### src/sv/bvel_pkg.sv
// bvel_pkg: shared constants, types and helpers for the beacon vendor element locator
// no dependencies; used by beacon_vendor_element_locator
`timescale 1ns / 1ps
`default_nettype none

package bvel_pkg;

   // frame capacity in bytes
   localparam int MAX_FRAME_BYTES = 4096;
   localparam int POS_W = $clog2(MAX_FRAME_BYTES + 1);
   // element offsets may start past capacity (start register is 8 bits)
   localparam int OFF_W = (POS_W > 8) ? POS_W : 8;
   localparam int SUM_W = OFF_W + 1;

   // frame field positions
   localparam int DEST_FIRST = 4;
   localparam int DEST_LAST = 9;
   localparam int SRC_FIRST = 10;
   localparam int SRC_LAST = 15;
   localparam int PACK_DELTA = 7;
   localparam int LEN_DELTA = 6;
   localparam int OUI_DELTA_A = 5;
   localparam int OUI_DELTA_B = 4;
   localparam int OUI_DELTA_C = 3;

   localparam logic [7:0] TYPE_BEACON = 8'h80;
   localparam logic [7:0] TYPE_VENDOR = 8'hdd;
   localparam logic [7:0] MIN_START = 8'd24;
   localparam logic [7:0] MAX_COUNT = 8'hff;

   // register reset values
   localparam logic [47:0] DEST_ADDR_RESET = 48'h516f_9a01_0000;
   localparam logic [23:0] OUI_FIRST_RESET = 24'h903ae6;
   localparam logic [23:0] OUI_SECOND_RESET = 24'hfa0bbc;
   localparam logic [7:0] START_OFFSET_RESET = 8'd36;

   // register indexes (byte address / 8)
   localparam logic [1:0] REG_DEST_ADDR = 2'd0;
   localparam logic [1:0] REG_OUI_FIRST = 2'd1;
   localparam logic [1:0] REG_OUI_SECOND = 2'd2;
   localparam logic [1:0] REG_START_OFFSET = 2'd3;

   // result kinds
   localparam logic KIND_PACK = 1'b0;
   localparam logic KIND_SUMMARY = 1'b1;

   // frame classes
   localparam logic [1:0] CLASS_IGNORED = 2'd0;
   localparam logic [1:0] CLASS_DISCOVERY = 2'd1;
   localparam logic [1:0] CLASS_BEACON = 2'd2;

   // result queue
   localparam int Q_DEPTH = 8;
   localparam int Q_AW = $clog2(Q_DEPTH);
   localparam int Q_CW = $clog2(Q_DEPTH + 1);

   typedef struct packed {
      logic        kind;
      logic [11:0] pack_offset;
      logic [47:0] source_addr;
      logic [1:0]  frame_class;
      logic [12:0] frame_length;
      logic [7:0]  pack_count;
      logic        last;
   } result_type;

   function automatic logic [POS_W-1:0] clamp_pos(input logic [SUM_W-1:0] v);
      if (v > SUM_W'(MAX_FRAME_BYTES)) begin
         return POS_W'(MAX_FRAME_BYTES);
      end
      return v[POS_W-1:0];
   endfunction

endpackage

`default_nettype wire

### src/sv/beacon_vendor_element_locator.sv
// beacon_vendor_element_locator: byte-stream frame parser, vendor element finder and summary
// depends on bvel_pkg
//
//  channel   dir   beat                              handshake
//  req_*     in    one frame byte, last, mgmt flag   tvalid/tready
//  rsp_*     out   pack located or frame summary     tvalid/tready
//  csr_*     in    register write/read, 64-bit data  psel/penable, pready tied high
//
// one byte per cycle while req_tready is high; a byte is registered, parsed in the next cycle
// and its results land in an 8-entry result queue, whose head drives the rsp beats.
// a byte that ends the frame while a pack is located gives two beats; req_tready drops
// only while the queue may lack room for two beats.
// reset clears the queue and parser and loads the register defaults.
`timescale 1ns / 1ps
`default_nettype none

module beacon_vendor_element_locator (
   input  wire logic        clock,
   input  wire logic        reset,
   // req_tdata: [7:0] frame_byte
   input  wire logic        req_tvalid,
   output logic             req_tready,
   input  wire logic [7:0]  req_tdata,
   input  wire logic        req_tlast,
   // req_tuser: [0] is_mgmt
   input  wire logic        req_tuser,
   // rsp_tdata: [11:0] pack_offset, [59:12] source_addr, [61:60] frame_class,
   //            [74:62] frame_length, [82:75] pack_count, [87:83] zero
   output logic             rsp_tvalid,
   input  wire logic        rsp_tready,
   output logic [87:0]      rsp_tdata,
   output logic             rsp_tlast,
   // rsp_tuser: [0] result_kind
   output logic             rsp_tuser,
   input  wire logic        csr_psel,
   input  wire logic        csr_penable,
   input  wire logic        csr_pwrite,
   input  wire logic [4:0]  csr_paddr,
   input  wire logic [63:0] csr_pwdata,
   output logic [63:0]      csr_prdata,
   output logic             csr_pready
);

   localparam int PW = bvel_pkg::POS_W;
   localparam int OW = bvel_pkg::OFF_W;
   localparam int SW = bvel_pkg::SUM_W;

   // configuration
   logic [47:0] dest_addr_ff;
   logic [23:0] oui_first_ff;
   logic [23:0] oui_second_ff;
   logic [7:0]  start_offset_ff;
   logic        csr_write;
   logic [1:0]  csr_index;

   // input register
   logic        in_valid_ff;
   logic [7:0]  in_byte_ff;
   logic        in_last_ff;
   logic        in_mgmt_ff;

   // parser state
   logic [PW-1:0] pos_ff, pos_in;
   logic          mgmt_ff, mgmt_in;
   logic          beacon_ff, beacon_in;
   logic          dest_match_ff, dest_match_in;
   logic [OW-1:0] next_elem_ff, next_elem_in;
   logic [7:0]    elem_type_ff, elem_type_in;
   logic [23:0]   oui_ff, oui_in;
   logic [PW-1:0] pend_off_ff, pend_off_in;
   logic          pend_ff, pend_in;
   logic [47:0]   source_ff, source_in;
   logic [7:0]    total_ff, total_in;

   // result queue
   bvel_pkg::result_type q_ff [bvel_pkg::Q_DEPTH];
   logic [bvel_pkg::Q_AW-1:0] head_ff, tail_ff, tail_next;
   logic [bvel_pkg::Q_CW-1:0] count_ff, count_in;

   // parse intermediates
   logic          first;
   logic          mgmt_e, beacon_e, dest_e;
   logic [OW-1:0] next_e;
   logic [7:0]    etype_e;
   logic [23:0]   oui_e, oui_shifted;
   logic [PW-1:0] pend_off_e;
   logic          pend_e;
   logic [47:0]   source_e;
   logic [7:0]    total_e;
   logic [7:0]    start_eff;
   logic [7:0]    dest_byte;
   logic          below_cap;
   logic          walking;
   logic          hit;
   logic [SW-1:0] p_ext, pend_ext;
   logic [1:0]    frame_class;
   logic          push_pack, push_sum;
   bvel_pkg::result_type pack_entry, sum_entry, entry0, entry1;
   logic          pop;
   logic [bvel_pkg::Q_CW:0] room_need;
   bvel_pkg::result_type head_entry;

   // configuration port
   assign csr_pready = 1'b1;
   assign csr_write = csr_psel & csr_penable & csr_pwrite;
   assign csr_index = csr_paddr[4:3];

   always_comb begin
      unique case (csr_index)
         bvel_pkg::REG_DEST_ADDR:    csr_prdata = {16'd0, dest_addr_ff};
         bvel_pkg::REG_OUI_FIRST:    csr_prdata = {40'd0, oui_first_ff};
         bvel_pkg::REG_OUI_SECOND:   csr_prdata = {40'd0, oui_second_ff};
         bvel_pkg::REG_START_OFFSET: csr_prdata = {56'd0, start_offset_ff};
         default:                    csr_prdata = 64'd0;
      endcase
   end

   always_ff @(posedge clock) begin
      if (reset) begin
         dest_addr_ff <= bvel_pkg::DEST_ADDR_RESET;
         oui_first_ff <= bvel_pkg::OUI_FIRST_RESET;
         oui_second_ff <= bvel_pkg::OUI_SECOND_RESET;
         start_offset_ff <= bvel_pkg::START_OFFSET_RESET;
      end else if (csr_write) begin
         unique case (csr_index)
            bvel_pkg::REG_DEST_ADDR:    dest_addr_ff <= csr_pwdata[47:0];
            bvel_pkg::REG_OUI_FIRST:    oui_first_ff <= csr_pwdata[23:0];
            bvel_pkg::REG_OUI_SECOND:   oui_second_ff <= csr_pwdata[23:0];
            bvel_pkg::REG_START_OFFSET: start_offset_ff <= csr_pwdata[7:0];
            default: ;
         endcase
      end
   end

   // input register
   assign room_need = (bvel_pkg::Q_CW + 1)'(count_ff)
                      + (in_valid_ff ? (bvel_pkg::Q_CW + 1)'(2) : (bvel_pkg::Q_CW + 1)'(0));
   assign req_tready = room_need <= (bvel_pkg::Q_CW + 1)'(bvel_pkg::Q_DEPTH - 2);

   always_ff @(posedge clock) begin
      if (reset) begin
         in_valid_ff <= 1'b0;
      end else begin
         in_valid_ff <= req_tvalid & req_tready;
      end
      if (req_tvalid & req_tready) begin
         in_byte_ff <= req_tdata;
         in_last_ff <= req_tlast;
         in_mgmt_ff <= req_tuser;
      end
   end

   // parser
   always_comb begin
      first = (pos_ff == '0);
      start_eff = (start_offset_ff < bvel_pkg::MIN_START) ? bvel_pkg::MIN_START
                                                          : start_offset_ff;
      mgmt_e = first ? in_mgmt_ff : mgmt_ff;
      beacon_e = first ? (in_byte_ff == bvel_pkg::TYPE_BEACON) : beacon_ff;
      dest_e = first ? 1'b1 : dest_match_ff;
      next_e = first ? OW'(start_eff) : next_elem_ff;
      etype_e = first ? 8'd0 : elem_type_ff;
      oui_e = first ? 24'd0 : oui_ff;
      pend_off_e = first ? '0 : pend_off_ff;
      pend_e = first ? 1'b0 : pend_ff;
      source_e = first ? 48'd0 : source_ff;
      total_e = first ? 8'd0 : total_ff;

      p_ext = SW'(pos_ff);
      pend_ext = SW'(pend_off_e);
      below_cap = pos_ff < PW'(bvel_pkg::MAX_FRAME_BYTES);

      // destination byte for this position, first byte most significant
      case (pos_ff)
         PW'(4):  dest_byte = dest_addr_ff[47:40];
         PW'(5):  dest_byte = dest_addr_ff[39:32];
         PW'(6):  dest_byte = dest_addr_ff[31:24];
         PW'(7):  dest_byte = dest_addr_ff[23:16];
         PW'(8):  dest_byte = dest_addr_ff[15:8];
         PW'(9):  dest_byte = dest_addr_ff[7:0];
         default: dest_byte = 8'd0;
      endcase

      dest_match_in = dest_e;
      source_in = source_e;
      mgmt_in = mgmt_e;
      beacon_in = beacon_e;
      next_elem_in = next_e;
      elem_type_in = etype_e;
      oui_in = oui_e;
      pend_off_in = pend_off_e;
      pend_in = pend_e;
      total_in = total_e;
      hit = 1'b0;
      oui_shifted = {oui_e[15:0], in_byte_ff};

      if (below_cap) begin
         if (pos_ff >= PW'(bvel_pkg::DEST_FIRST) && pos_ff <= PW'(bvel_pkg::DEST_LAST)) begin
            if (dest_byte != in_byte_ff) begin
               dest_match_in = 1'b0;
            end
         end else if (pos_ff >= PW'(bvel_pkg::SRC_FIRST)
                      && pos_ff <= PW'(bvel_pkg::SRC_LAST)) begin
            source_in = {source_e[39:0], in_byte_ff};
         end
      end

      walking = below_cap && mgmt_e && beacon_e && !dest_e
                && pos_ff >= PW'(bvel_pkg::SRC_FIRST);

      if (walking) begin
         if (pend_e && pos_ff == pend_off_e) begin
            hit = 1'b1;
            if (total_e < bvel_pkg::MAX_COUNT) begin
               total_in = total_e + 8'd1;
            end
            pend_in = 1'b0;
         end
         if (p_ext == SW'(next_e)) begin
            elem_type_in = in_byte_ff;
            pend_off_in = bvel_pkg::clamp_pos(p_ext + SW'(bvel_pkg::PACK_DELTA));
            oui_in = 24'd0;
            pend_in = 1'b0;
         end else if (p_ext + SW'(bvel_pkg::LEN_DELTA) == pend_ext) begin
            next_elem_in = OW'(bvel_pkg::clamp_pos(p_ext + SW'(1) + SW'(in_byte_ff)));
         end else if (p_ext + SW'(bvel_pkg::OUI_DELTA_A) == pend_ext
                      || p_ext + SW'(bvel_pkg::OUI_DELTA_B) == pend_ext) begin
            oui_in = oui_shifted;
         end else if (p_ext + SW'(bvel_pkg::OUI_DELTA_C) == pend_ext) begin
            oui_in = oui_shifted;
            if (etype_e == bvel_pkg::TYPE_VENDOR && SW'(next_e) >= pend_ext
                && (oui_shifted == oui_first_ff || oui_shifted == oui_second_ff)) begin
               pend_in = 1'b1;
            end
         end
      end

      pos_in = bvel_pkg::clamp_pos(p_ext + SW'(1));

      frame_class = bvel_pkg::CLASS_IGNORED;
      if (mgmt_e) begin
         if (dest_match_in && pos_in >= PW'(bvel_pkg::SRC_FIRST)) begin
            frame_class = bvel_pkg::CLASS_DISCOVERY;
         end else if (beacon_e) begin
            frame_class = bvel_pkg::CLASS_BEACON;
         end
      end

      push_pack = in_valid_ff & hit;
      push_sum = in_valid_ff & in_last_ff;

      pack_entry.kind = bvel_pkg::KIND_PACK;
      pack_entry.pack_offset = 12'(pend_off_e);
      pack_entry.source_addr = source_in;
      pack_entry.frame_class = bvel_pkg::CLASS_BEACON;
      pack_entry.frame_length = 13'd0;
      pack_entry.pack_count = 8'd0;
      pack_entry.last = ~in_last_ff;

      sum_entry.kind = bvel_pkg::KIND_SUMMARY;
      sum_entry.pack_offset = 12'd0;
      sum_entry.source_addr = source_in;
      sum_entry.frame_class = frame_class;
      sum_entry.frame_length = 13'(pos_in);
      sum_entry.pack_count = total_in;
      sum_entry.last = 1'b1;

      entry0 = push_pack ? pack_entry : sum_entry;
      entry1 = sum_entry;

      if (in_last_ff) begin
         pos_in = '0;
      end
   end

   always_ff @(posedge clock) begin
      if (reset) begin
         pos_ff <= '0;
         mgmt_ff <= 1'b0;
         beacon_ff <= 1'b0;
         dest_match_ff <= 1'b1;
         next_elem_ff <= '0;
         elem_type_ff <= 8'd0;
         oui_ff <= 24'd0;
         pend_off_ff <= '0;
         pend_ff <= 1'b0;
         source_ff <= 48'd0;
         total_ff <= 8'd0;
      end else if (in_valid_ff) begin
         pos_ff <= pos_in;
         mgmt_ff <= mgmt_in;
         beacon_ff <= beacon_in;
         dest_match_ff <= dest_match_in;
         next_elem_ff <= next_elem_in;
         elem_type_ff <= elem_type_in;
         oui_ff <= oui_in;
         pend_off_ff <= pend_off_in;
         pend_ff <= pend_in;
         source_ff <= source_in;
         total_ff <= total_in;
      end
   end

   // result queue
   assign pop = rsp_tvalid & rsp_tready;
   assign tail_next = bvel_pkg::Q_AW'(tail_ff + 1'b1);

   always_comb begin
      count_in = count_ff;
      if (push_pack) begin
         count_in = count_in + 1'b1;
      end
      if (push_sum) begin
         count_in = count_in + 1'b1;
      end
      if (pop) begin
         count_in = count_in - 1'b1;
      end
   end

   always_ff @(posedge clock) begin
      if (reset) begin
         head_ff <= '0;
         tail_ff <= '0;
         count_ff <= '0;
      end else begin
         count_ff <= count_in;
         if (pop) begin
            head_ff <= bvel_pkg::Q_AW'(head_ff + 1'b1);
         end
         if (push_pack && push_sum) begin
            tail_ff <= bvel_pkg::Q_AW'(tail_ff + 2'd2);
         end else if (push_pack || push_sum) begin
            tail_ff <= tail_next;
         end
      end
      if (push_pack || push_sum) begin
         q_ff[tail_ff] <= entry0;
      end
      if (push_pack && push_sum) begin
         q_ff[tail_next] <= entry1;
      end
   end

   assign head_entry = q_ff[head_ff];
   assign rsp_tvalid = (count_ff != '0);
   assign rsp_tuser = head_entry.kind;
   assign rsp_tlast = head_entry.last;
   assign rsp_tdata = {5'd0, head_entry.pack_count, head_entry.frame_length,
                       head_entry.frame_class, head_entry.source_addr,
                       head_entry.pack_offset};

endmodule

`default_nettype wire
### config.mk
export PLATFORM = sky130hd
export DESIGN_NAME = beacon_vendor_element_locator
export DESIGN_NICKNAME = d
export VERILOG_FILES = /design/src/sv/bvel_pkg.sv /design/src/sv/beacon_vendor_element_locator.sv
export SDC_FILE = /design/constraint.sdc
export NUM_CORES = 2
export LEC_CHECK = 0
export ABC_AREA = 1
export BUFFER_PORTS_ARGS = -buffer_cell sky130_fd_sc_hd__buf_4
export CAP_MARGIN = 5
export CORE_ASPECT_RATIO = 1.4
export CORE_MARGIN = 5
export CORE_UTILIZATION = 30
export CTS_BUF_LIST = sky130_fd_sc_hd__clkbuf_4
export DETAILED_ROUTE_END_ITERATION = 8
export PLACE_DENSITY = 0.5
export SLEW_MARGIN = 40
export SYNTH_ARGS = -nofsm -noshare
export SYNTH_HDL_FRONTEND = slang
export SYNTH_SLANG_ARGS = --single-unit
### constraint.sdc
create_clock -name clock -period 9.2 [get_ports clock]
set_input_delay 0.46 -clock clock [delete_from_list [all_inputs] [get_ports clock]]
set_output_delay 0.46 -clock clock [all_outputs]
set_load 0.02 [all_outputs]
==> summary.md <==
| Metric | Value |
|---|---|
| Status | `finished clean` |
| Metal-1 WL | `about 64000 µm` |
| Worst-Margin Slew | `0.8763 ns` |
| Top sig layer | `met5` |
| Gr ovfl total | `0` |
| Starting density of the core | `30.05%` |
| Routed len/inst | `20.12 µm` |
| Number of enable flip-flop cells after synthesis | `a little under 600` |
| Worst hold start | `csr_pwdata[23]` |
| Critical-path top delay cell | `dfxtp_1` |
| Clock power share | `30.0%` |
| Leading area contributor after synthesis | `edfxtp_1` |
| Num ports | `243` |
| Rows | `approximately 170` |
| Top FF cell, synth | `edfxtp_1` |
| R2R Setup Slk | `about 2.4 ns` |
| Clock Path Buffers | `3` |
| Crit path kind | `register to register` |
| Mapped Cells | `approximately 5400` |
| P_int | `around 8 mW` |
| Async set-reset flop share out of synthesis | `0%` |
| Register area share after synthesis | `53.83%` |
| Setup WS post-layout | `approximately 2.4 ns` |
| Worst r2r src | `pos_ff[3]` |
| Vias | `a little under 40000` |
| Layout cells sized above 1 | `14.11%` |
| First-pass GRT wire length | `about 240000 µm` |
| Resized cells post-CTS | `0` |
| Crit path buf inv count | `5` |
| Syn Std Cell Area | `between 0.04 and 0.05 mm²` |
| Fin. Hold Viols | `0` |
| Final setup viols | `0` |
| Final Critical Period | `6.813 ns` |
| Cell chain of the critical path | `clkinv_1, ha_1, nand3_1, nor2_2, nand2_4, buf_4, nand3_1, nand2_2, nand3_1, nor2_1, nand4_2, ha_1, inv_1, nand2_1, nor2_1, inv_1, nand2_4, buf_4` |
| Clock Latency Late Sink | `1.25 ns` |
| Antenna violations before repair | `6` |
| Worst path max stage delay | `0.73 ns` |
| Detailed Place HPWL | `95070 µm` |
| Synth cell types | `64` |
| Dpl ws | `2.449 ns` |
| CP endpoint kind | `register` |
| Residual DRC count | `0` |
| Worst Path Arrival | `~7.7 ns` |
| Most used cell, CP | `nand3_1` |
| Max Slew Vio Count | `0` |
| Hold buffers post-CTS | `168` |
| PortBufs | `201` |
| Synth Register Bits | `931` |
| VDD IR max | `131.3 µV` |
| Fmax | `146.8 MHz` |
| Total routed wirelength | `158200 µm` |
| Min-Delay Path Class | `input pin to register` |
| Routability Congestion | `between 0.9 and 1` |
| Worst hold slack | `0.1502 ns` |
| Power per standard cell area | `between 200 and 250 mW/mm²` |
| Pin count of the biggest net entering global routing | `approximately 130` |
| Antenna-violating nets left | `0` |
| Top delay family on crit path | `simple AND/OR/NAND/NOR gates` |
| Commonest non-fill, non-tap cell in the layout | `nor2_1` |
| RSZ-0062 raised after global routing | `false` |
| Leak Pwr | `between 15 and 20 nW` |
| Die Span X | `338.7 µm` |
| Starting DRT DRC Count | `2716` |
| Kind of start point of the critical path | `register` |
| Clk_skew | `0.1123 ns` |
| H-tree depth | `4` |
| Final period utilization | `about three quarters` |
| Gate power share | `31.6%` |
| Area added between synthesis and finish | `18.29%` |
| FILL cells | `15790` |
| Metal3 WL | `9443 µm` |
| Nets | `5845` |
| Number of global-route vias before repair | `about 38000` |
| Required time worst endpoint | `10.04 ns` |
| Max Cap Violations | `0` |
| Worst reg-to-reg path cell count | `18` |
| Die height | `470.1 µm` |
| Switching power | `4.541 mW` |
| Worst-path clk slew | `0.06 ns` |
| Area share of the largest cell type after synthesis | `38.26%` |
| Ys Warns | `0` |
| Capturing point of the worst reg2reg path | `q_ff[1][32]` |
| Largest cells by area after synthesis | `edfxtp_1, dfxtp_1, nor2_1, o21ai_0, nand2_1` |
| Setup TNS Final | `0 ns` |
| Drt first pass iters | `8` |
| WHS Endpoint | `dest_addr_ff[23]` |
| CTS Buf Count | `235` |
| DR vias/cell | `4.975` |
| Placeable Area | `0.1510 mm²` |
| Die area | `approximately 0.16 mm²` |
| Rel. slew slack | `41.58%` |
| Most frequent cells in the layout | `nor2_1, nand2_1, edfxtp_1` |
| CTS tree | `done` |
| Setup repair bufs after CTS | `0` |
| Clock Sinks | `around 930` |
| GRT Resource Usage Total | `19.19%` |
| Routed wl met2 | `approximately 79000 µm` |
| Register share of total power | `38.4%` |
| CTS Root Cell | `clkbuf_4` |
| Hold depth | `4` |
| Mean Syn Cell Area | `8.447 µm²` |
| Crit-path max FO | `32` |
| Sw Ratio | `36.69%` |
-- Yosys cell counts (26+ instances only) --
cell / instances
inv_1: 360
a21oi_1: 302
nand2_1: 686
o211ai_1: 47
buf_4: 29
o21ai_1: 48
nand4_1: 34
o21ai_0: 562
nor2_1: 1314
xnor2_1: 26
a31oi_1: 85
edfxtp_1: 578
ha_1: 54
dfxtp_1: 353
xor2_1: 79
o22ai_1: 151
buf_2: 41
nand3_1: 103
clkbuf_1: 270
nand2_2: 47
-- metal layers --
layer / global-route usage [%] / up-vias
li1: - / 18830
met1: 22.66 / 18690
met2: 34.33 / 1268
met3: 3.688 / 329
met4: 7.474 / 2
met5: 0 / -
-- worst max-delay path by stage --
| stage | start | to | slack [ns] | cells past startpoint |
|---|---|---|---|---|
| after floorplan | pos_ff[0] | q_ff[5][10] | 3.08 | 24 |
| after global placement | pos_ff[1] | q_ff[3][14] | 2.35 | 22 |
| after detailed placement | pos_ff[3] | q_ff[3][12] | 2.45 | 24 |
| after CTS | pos_ff[3] | q_ff[3][9] | 2.42 | 24 |
| after global routing | pos_ff[1] | q_ff[0][27] | 2.01 | 20 |
| final | pos_ff[3] | q_ff[1][32] | 2.39 | 18 |
-- flip-flops by register name (all words and copies together) (netlist names), named ones only --
name and flops:
dest_match_ff 1, oui_second_ff 24, dest_addr_ff 48, in_byte_ff 8
oui_first_ff 24, in_last_ff 1, head_ff 3, start_offset_ff 8
pend_ff 1, beacon_ff 1, total_ff 8, in_valid_ff 1
q_ff 680, count_ff 4, in_mgmt_ff 1, mgmt_ff 1
pend_off_ff 13, tail_ff 3, next_elem_ff 13, oui_ff 16
elem_type_ff 8, pos_ff 13, source_ff 48
-- area by class of cell --
type,count,area (µm²),area share [%]
repair buffers,440,4013,7.477
clock inverters,51,334.1,0.6225
clock buffers,378,2838,5.288
inverters,385,1490,2.777
flip-flops and latches,931,24430,45.53
multi-input cells,3711,18090,33.71
well taps,1966,2460,4.584
diodes,2,5.005,0.009326
-- worst register-to-register path, delay by kind of cell (launching register included) --
family	cells	cell delay, ns
adder cells (fa/ha/maj)	2	0.87
buffers and inverters	5	2.00
flip-flops	1	0.73
AND/OR/NAND/NOR	11	2.82
-- power groups by stage --
stage	logic (mW)	clock network, mW	registers [mW]
2_1_floorplan	2.43	0	4.77
3_3_place_gp	3.82	0	4.87
3_5_place_dp	3.87	0	4.88
4_1_cts	3.93	3.82	4.78
5_1_grt	4.32	4.03	4.77
6_report	3.91	3.71	4.75
-- stage by stage --
step	util (%)	power [mW]	instances	area, µm²
5_1_grt	35.55	13.12	7864	53670
4_1_cts	35.51	12.53	7861	53620
3_5_place_dp	32.30	8.748	7264	48760
2_1_floorplan	-	7.202	5391	45440
6_report	35.55	12.38	7864	53670
3_3_place_gp	32.12	8.691	7252	48490
-- cell families after synthesis --
kind of cell | after synthesis | share of synthesized area [%]
other | 2 | 0.01655
muxes | 1 | 0.03033
and+or+nand+nor | 2274 | 20.52
AOI/OAI and AO/OA | 1252 | 15.22
buffers and inverters | 749 | 6.754
adders and majority gates | 55 | 1.533
DFF | 931 | 53.83
xor gates and xnor gates | 107 | 2.099
Note: power is estimated with default switching activity, not from simulation.
